[config.mk]
export PLATFORM = sky130hd
export DESIGN_NAME = som_ram
export DESIGN_NICKNAME = d
export VERILOG_FILES = /design/src/som_ram.sv
export SDC_FILE = /design/constraint.sdc
export NUM_CORES = 1
export LEC_CHECK = 0
export ABC_AREA = 0
export BUFFER_PORTS_ARGS = -buffer_cell sky130_fd_sc_hd__clkbuf_2
export CORE_UTILIZATION = 54
export CTS_BUF_LIST = sky130_fd_sc_hd__clkbuf_16
export DETAILED_ROUTE_END_ITERATION = 6
export PLACE_DENSITY = 0.85
export SYNTH_ARGS = -nofsm -noshare
export SYNTH_HDL_FRONTEND = slang
export SYNTH_SLANG_ARGS = --single-unit
[constraint.sdc]
create_clock -name clk -period 1.8 [get_ports clk]
set_clock_uncertainty 0.1 [all_clocks]
set_input_delay 0.27 -clock clk [delete_from_list [all_inputs] [get_ports clk]]
set_output_delay 0.27 -clock clk [all_outputs]
set_load 0.02 [all_outputs]
[src/som_ram.sv]
// som_ram: generic single write port, single read port memory with registered read
// no dependencies
module som_ram #(
  parameter int WIDTH = 8,
  parameter int DEPTH = 16
) (
  input  logic                     clk,
  input  logic                     we,
  input  logic [$clog2(DEPTH)-1:0] waddr,
  input  logic [WIDTH-1:0]         wdata,
  input  logic                     re,
  input  logic [$clog2(DEPTH)-1:0] raddr,
  output logic [WIDTH-1:0]         rdata
);

  logic [WIDTH-1:0] mem [DEPTH];

  // write port and registered read port
  always_ff @(posedge clk) begin
    if (we) begin
      mem[waddr] <= wdata;
    end
    if (re) begin
      rdata <= mem[raddr];
    end
  end

endmodule

==> summary.md <==
| Metric | Value |
|---|---|
| Post-Syn Area per Cell | `22.8 um^2` |
| Routing usage on met3 | `5.92%` |
| LEAKAGE | `2.12 nW` |
| Seq pwr share | `50.4%` |
| GPL Wtd Cong | `0.741` |
| Synth Flop Type | `edfxtp_1` |
| Ranking of synthesized cells by area | `edfxtp_1, mux4_2, mux4_1` |
| 1st-iter DRT viols | `180` |
| Worst-path cell chain | `mux4_1 -> a22oi_1 -> nand2_1` |
| FP Rows | `35` |
| CP arrival | `1.71 ns` |
| YS warnings | `0` |
| CTS tree | `yes` |
| Synth-to-Final Area Change | `18.2%` |
| Met2 GRT Util | `36.5%` |
| Final Max Tran Viols | `0` |
| P_sw | `1.44 mW` |
| RSZ-0062 raised after global routing | `false` |
| Die Area | `0.0101 mm^2` |
| Die width | `100 um` |
| Area occupied by multi-input gates | `0.00106 mm^2` |
| Switching part of the total | `20.2%` |
| Setup Slack @ Placement | `-0.138 ns` |
| Core area | `0.00933 mm^2` |
| Dpl cells | `397` |
| Clk pwr share | `44.8%` |
| Post-synth EDFFs | `136` |
| Count leader, synth | `edfxtp_1` |
| Hold path depth | `1` |
| Overall power | `7.14 mW` |
| Register Area | `0.00408 mm^2` |
| Global-route wire length before repair | `15300 um` |
| Pwr dens | `1160 mW/mm^2` |
| VDD IR max | `0.000766 V` |
| Clock sink total | `136` |
| Total iterations of the first detailed-routing run | `4` |
| Cells after Synth | `229` |
| R2r setup slk | `0.14 ns` |
| Initial cell density of the core | `56.0%` |
| Nets | `306` |
| Post-synth top area share | `78.1%` |
| Hold endpoint | `mem[12][5]$_DFFE_PP_` |
| Post-Layout Cell Count | `428` |
| Drt via density | `5.89` |
| Clock Root Buffer | `clkbuf_16` |
| Initial antenna violation count | `0` |
| Mapped Area | `0.00523 mm^2` |
| Hold_sp | `wdata[5]` |
| Via Count | `2523` |
| Critical Path Max Stage Delay | `0.53 ns` |
| Synth cell count leaders | `edfxtp_1, mux4_2, a22oi_1, mux4_1, nor2_1` |
| Hold Buf Count CTS | `0` |
| Synthesized flop and latch total | `136` |
| CP Capture Type | `flip-flop` |
| Pint | `5.70 mW` |
| Max-Cap Viols | `0` |
| Outcome | `complete, no violations` |
| Largest area contributor in the netlist | `edfxtp_1` |
| Port bufs | `26` |
| Wirelength per Cell | `24.4 um` |
| Kind of critical path | `reg -> reg` |
| Crit Reg-Reg Startpoint | `mem[9][1]$_DFFE_PP_` |
| DRT antenna net count | `0` |
| Largest net degree at the start of global routing | `21` |
| R2R Path End | `rdata[1]$_DFFE_PP_` |
| Combinational Power Share | `4.8%` |
| Final core utilization | `66.2%` |
| Relative slew slack | `76.7%` |
| Setup violators final | `0` |
| CTS Buf Count | `17` |
| Total GRT Usage | `23.2%` |
| Final WS setup | `0.138 ns` |
| Worst setup SP type | `flip-flop` |
| # diodes | `0` |
| GR met1 Demand/Resource | `29.9%` |
| Path type of the worst min-delay path | `in -> reg` |
| Clock transition at path regs | `0.05 ns` |
| Syn_nets | `248` |
| H-tree lvl count | `4` |
| Reg2Reg Depth | `3` |
| Slew @ Worst Pin | `0.350 ns` |
| Clock Path Buffers | `2` |
| DRC Markers | `0` |
| Postcts setup bufs | `0` |
| Crit-path slowest cell | `mux4_1` |
| Minimum clock period | `1.66 ns` |
| Post-CTS resize count | `0` |
| Final Cycle Share | `92.4%` |
| Drt total wl | `10500 um` |
| Register area share after synthesis | `78.1%` |
| Max Freq | `602 MHz` |
| Global route overflow | `0` |
| Chip Height | `100 um` |
| DP Wirelength | `6300 um` |
| Layer with the highest usage | `met2` |
| Clk Latency, worst-skew pair | `0.42 ns` |
| CP max FO | `1` |
| Final hold vios | `0` |
| WP data required | `1.85 ns` |
| Async SR Flop Fraction | `0%` |
| I/O pin count | `27` |
| FILL cells | `574` |
| Layout cells sized above 1 | `31.8%` |
| Synth cell types | `18` |
| Vias in the first global route | `2506` |
[kinds of logic (layout without fill, tap and decap cells)]
logic type	Yosys count	in the layout	synth area share [%]
AO/OA/AOI/OAI	16	16	2.30
buffers and inverters	10	80	1.65
flip-flops	136	136	78.1
multiplexers	32	32	14.8
AND/OR/NAND/NOR	35	35	3.14
[critical path: cells and delay by family, from the launching register on]
family          cells  cell delay [ns]
compound gates      1             0.27
flops               1             0.40
mux                 1             0.53
simple gates        1             0.10
[layer usage]
metal  vias up  share of wire [%]
met2       117                 51
met3        18                7.4
li1       1098                  -
met4         0                1.8
met1      1290                 39
met5         -                  0
[cells in the final DEF (no fill, tap or decap), types with 6 or more instances in the layout]
master	synthesis	layout
edfxtp_1	136	136
nand2_1	9	9
a22oi_1	16	16
buf_4	1	21
nor2_1	13	13
clkinv_2	0	6
mux4_2	18	18
clkbuf_16	0	17
mux4_1	14	14
clkbuf_2	0	26
[registers in the layout, indices dropped and copies added, names as in the netlist]
signal	flops
mem	128
rdata	8
[metrics by stage]
stage	TNS [ns]	hold slack, ns	instance area (um^2)
4_1_cts	0	0.172	6180
2_1_floorplan	0	0.269	5230
3_5_place_dp	-0.671	0.604	5640
6_report	0	0.183	6180
3_3_place_gp	-0.511	0.575	5640
5_1_grt	0	0.180	6180
[worst max-delay path by stage]
stage	end	depth (start not counted)	start	slack (ns)
6_report	rdata[1]$_DFFE_PP_	3	mem[9][1]$_DFFE_PP_	0.14
2_1_floorplan	rdata[1]$_DFFE_PP_	5	raddr[0]	0.15
4_1_cts	rdata[1]$_DFFE_PP_	3	mem[9][1]$_DFFE_PP_	0.14
5_1_grt	rdata[4]$_DFFE_PP_	3	mem[9][4]$_DFFE_PP_	0.11
3_3_place_gp	rdata[1]$_DFFE_PP_	5	raddr[0]	-0.1
3_5_place_dp	rdata[7]$_DFFE_PP_	6	raddr[0]	-0.14
[layout make-up]
| cell class | instances | share of cell area, % |
|---|---|---|
| clock buffer | 17 | 6.89 |
| clock inverter | 14 | 1.88 |
| multi-input combinational | 83 | 17.2 |
| sequential | 136 | 66.1 |
| tap | 129 | 2.61 |
| timing repair buffer | 49 | 5.31 |
[power by group through the flow]
stage / Combinational, mW / Sequential [mW] / Clock (mW)
after global routing: 0.369 / 3.60 / 3.34
final: 0.344 / 3.60 / 3.20
after CTS: 0.348 / 3.60 / 3.23
after detailed placement: 0.345 / 3.66 / 0
after global placement: 0.331 / 3.65 / 0
after floorplan: 0.180 / 3.67 / 0
No activity file was read; power rests on OpenSTA's default activity.
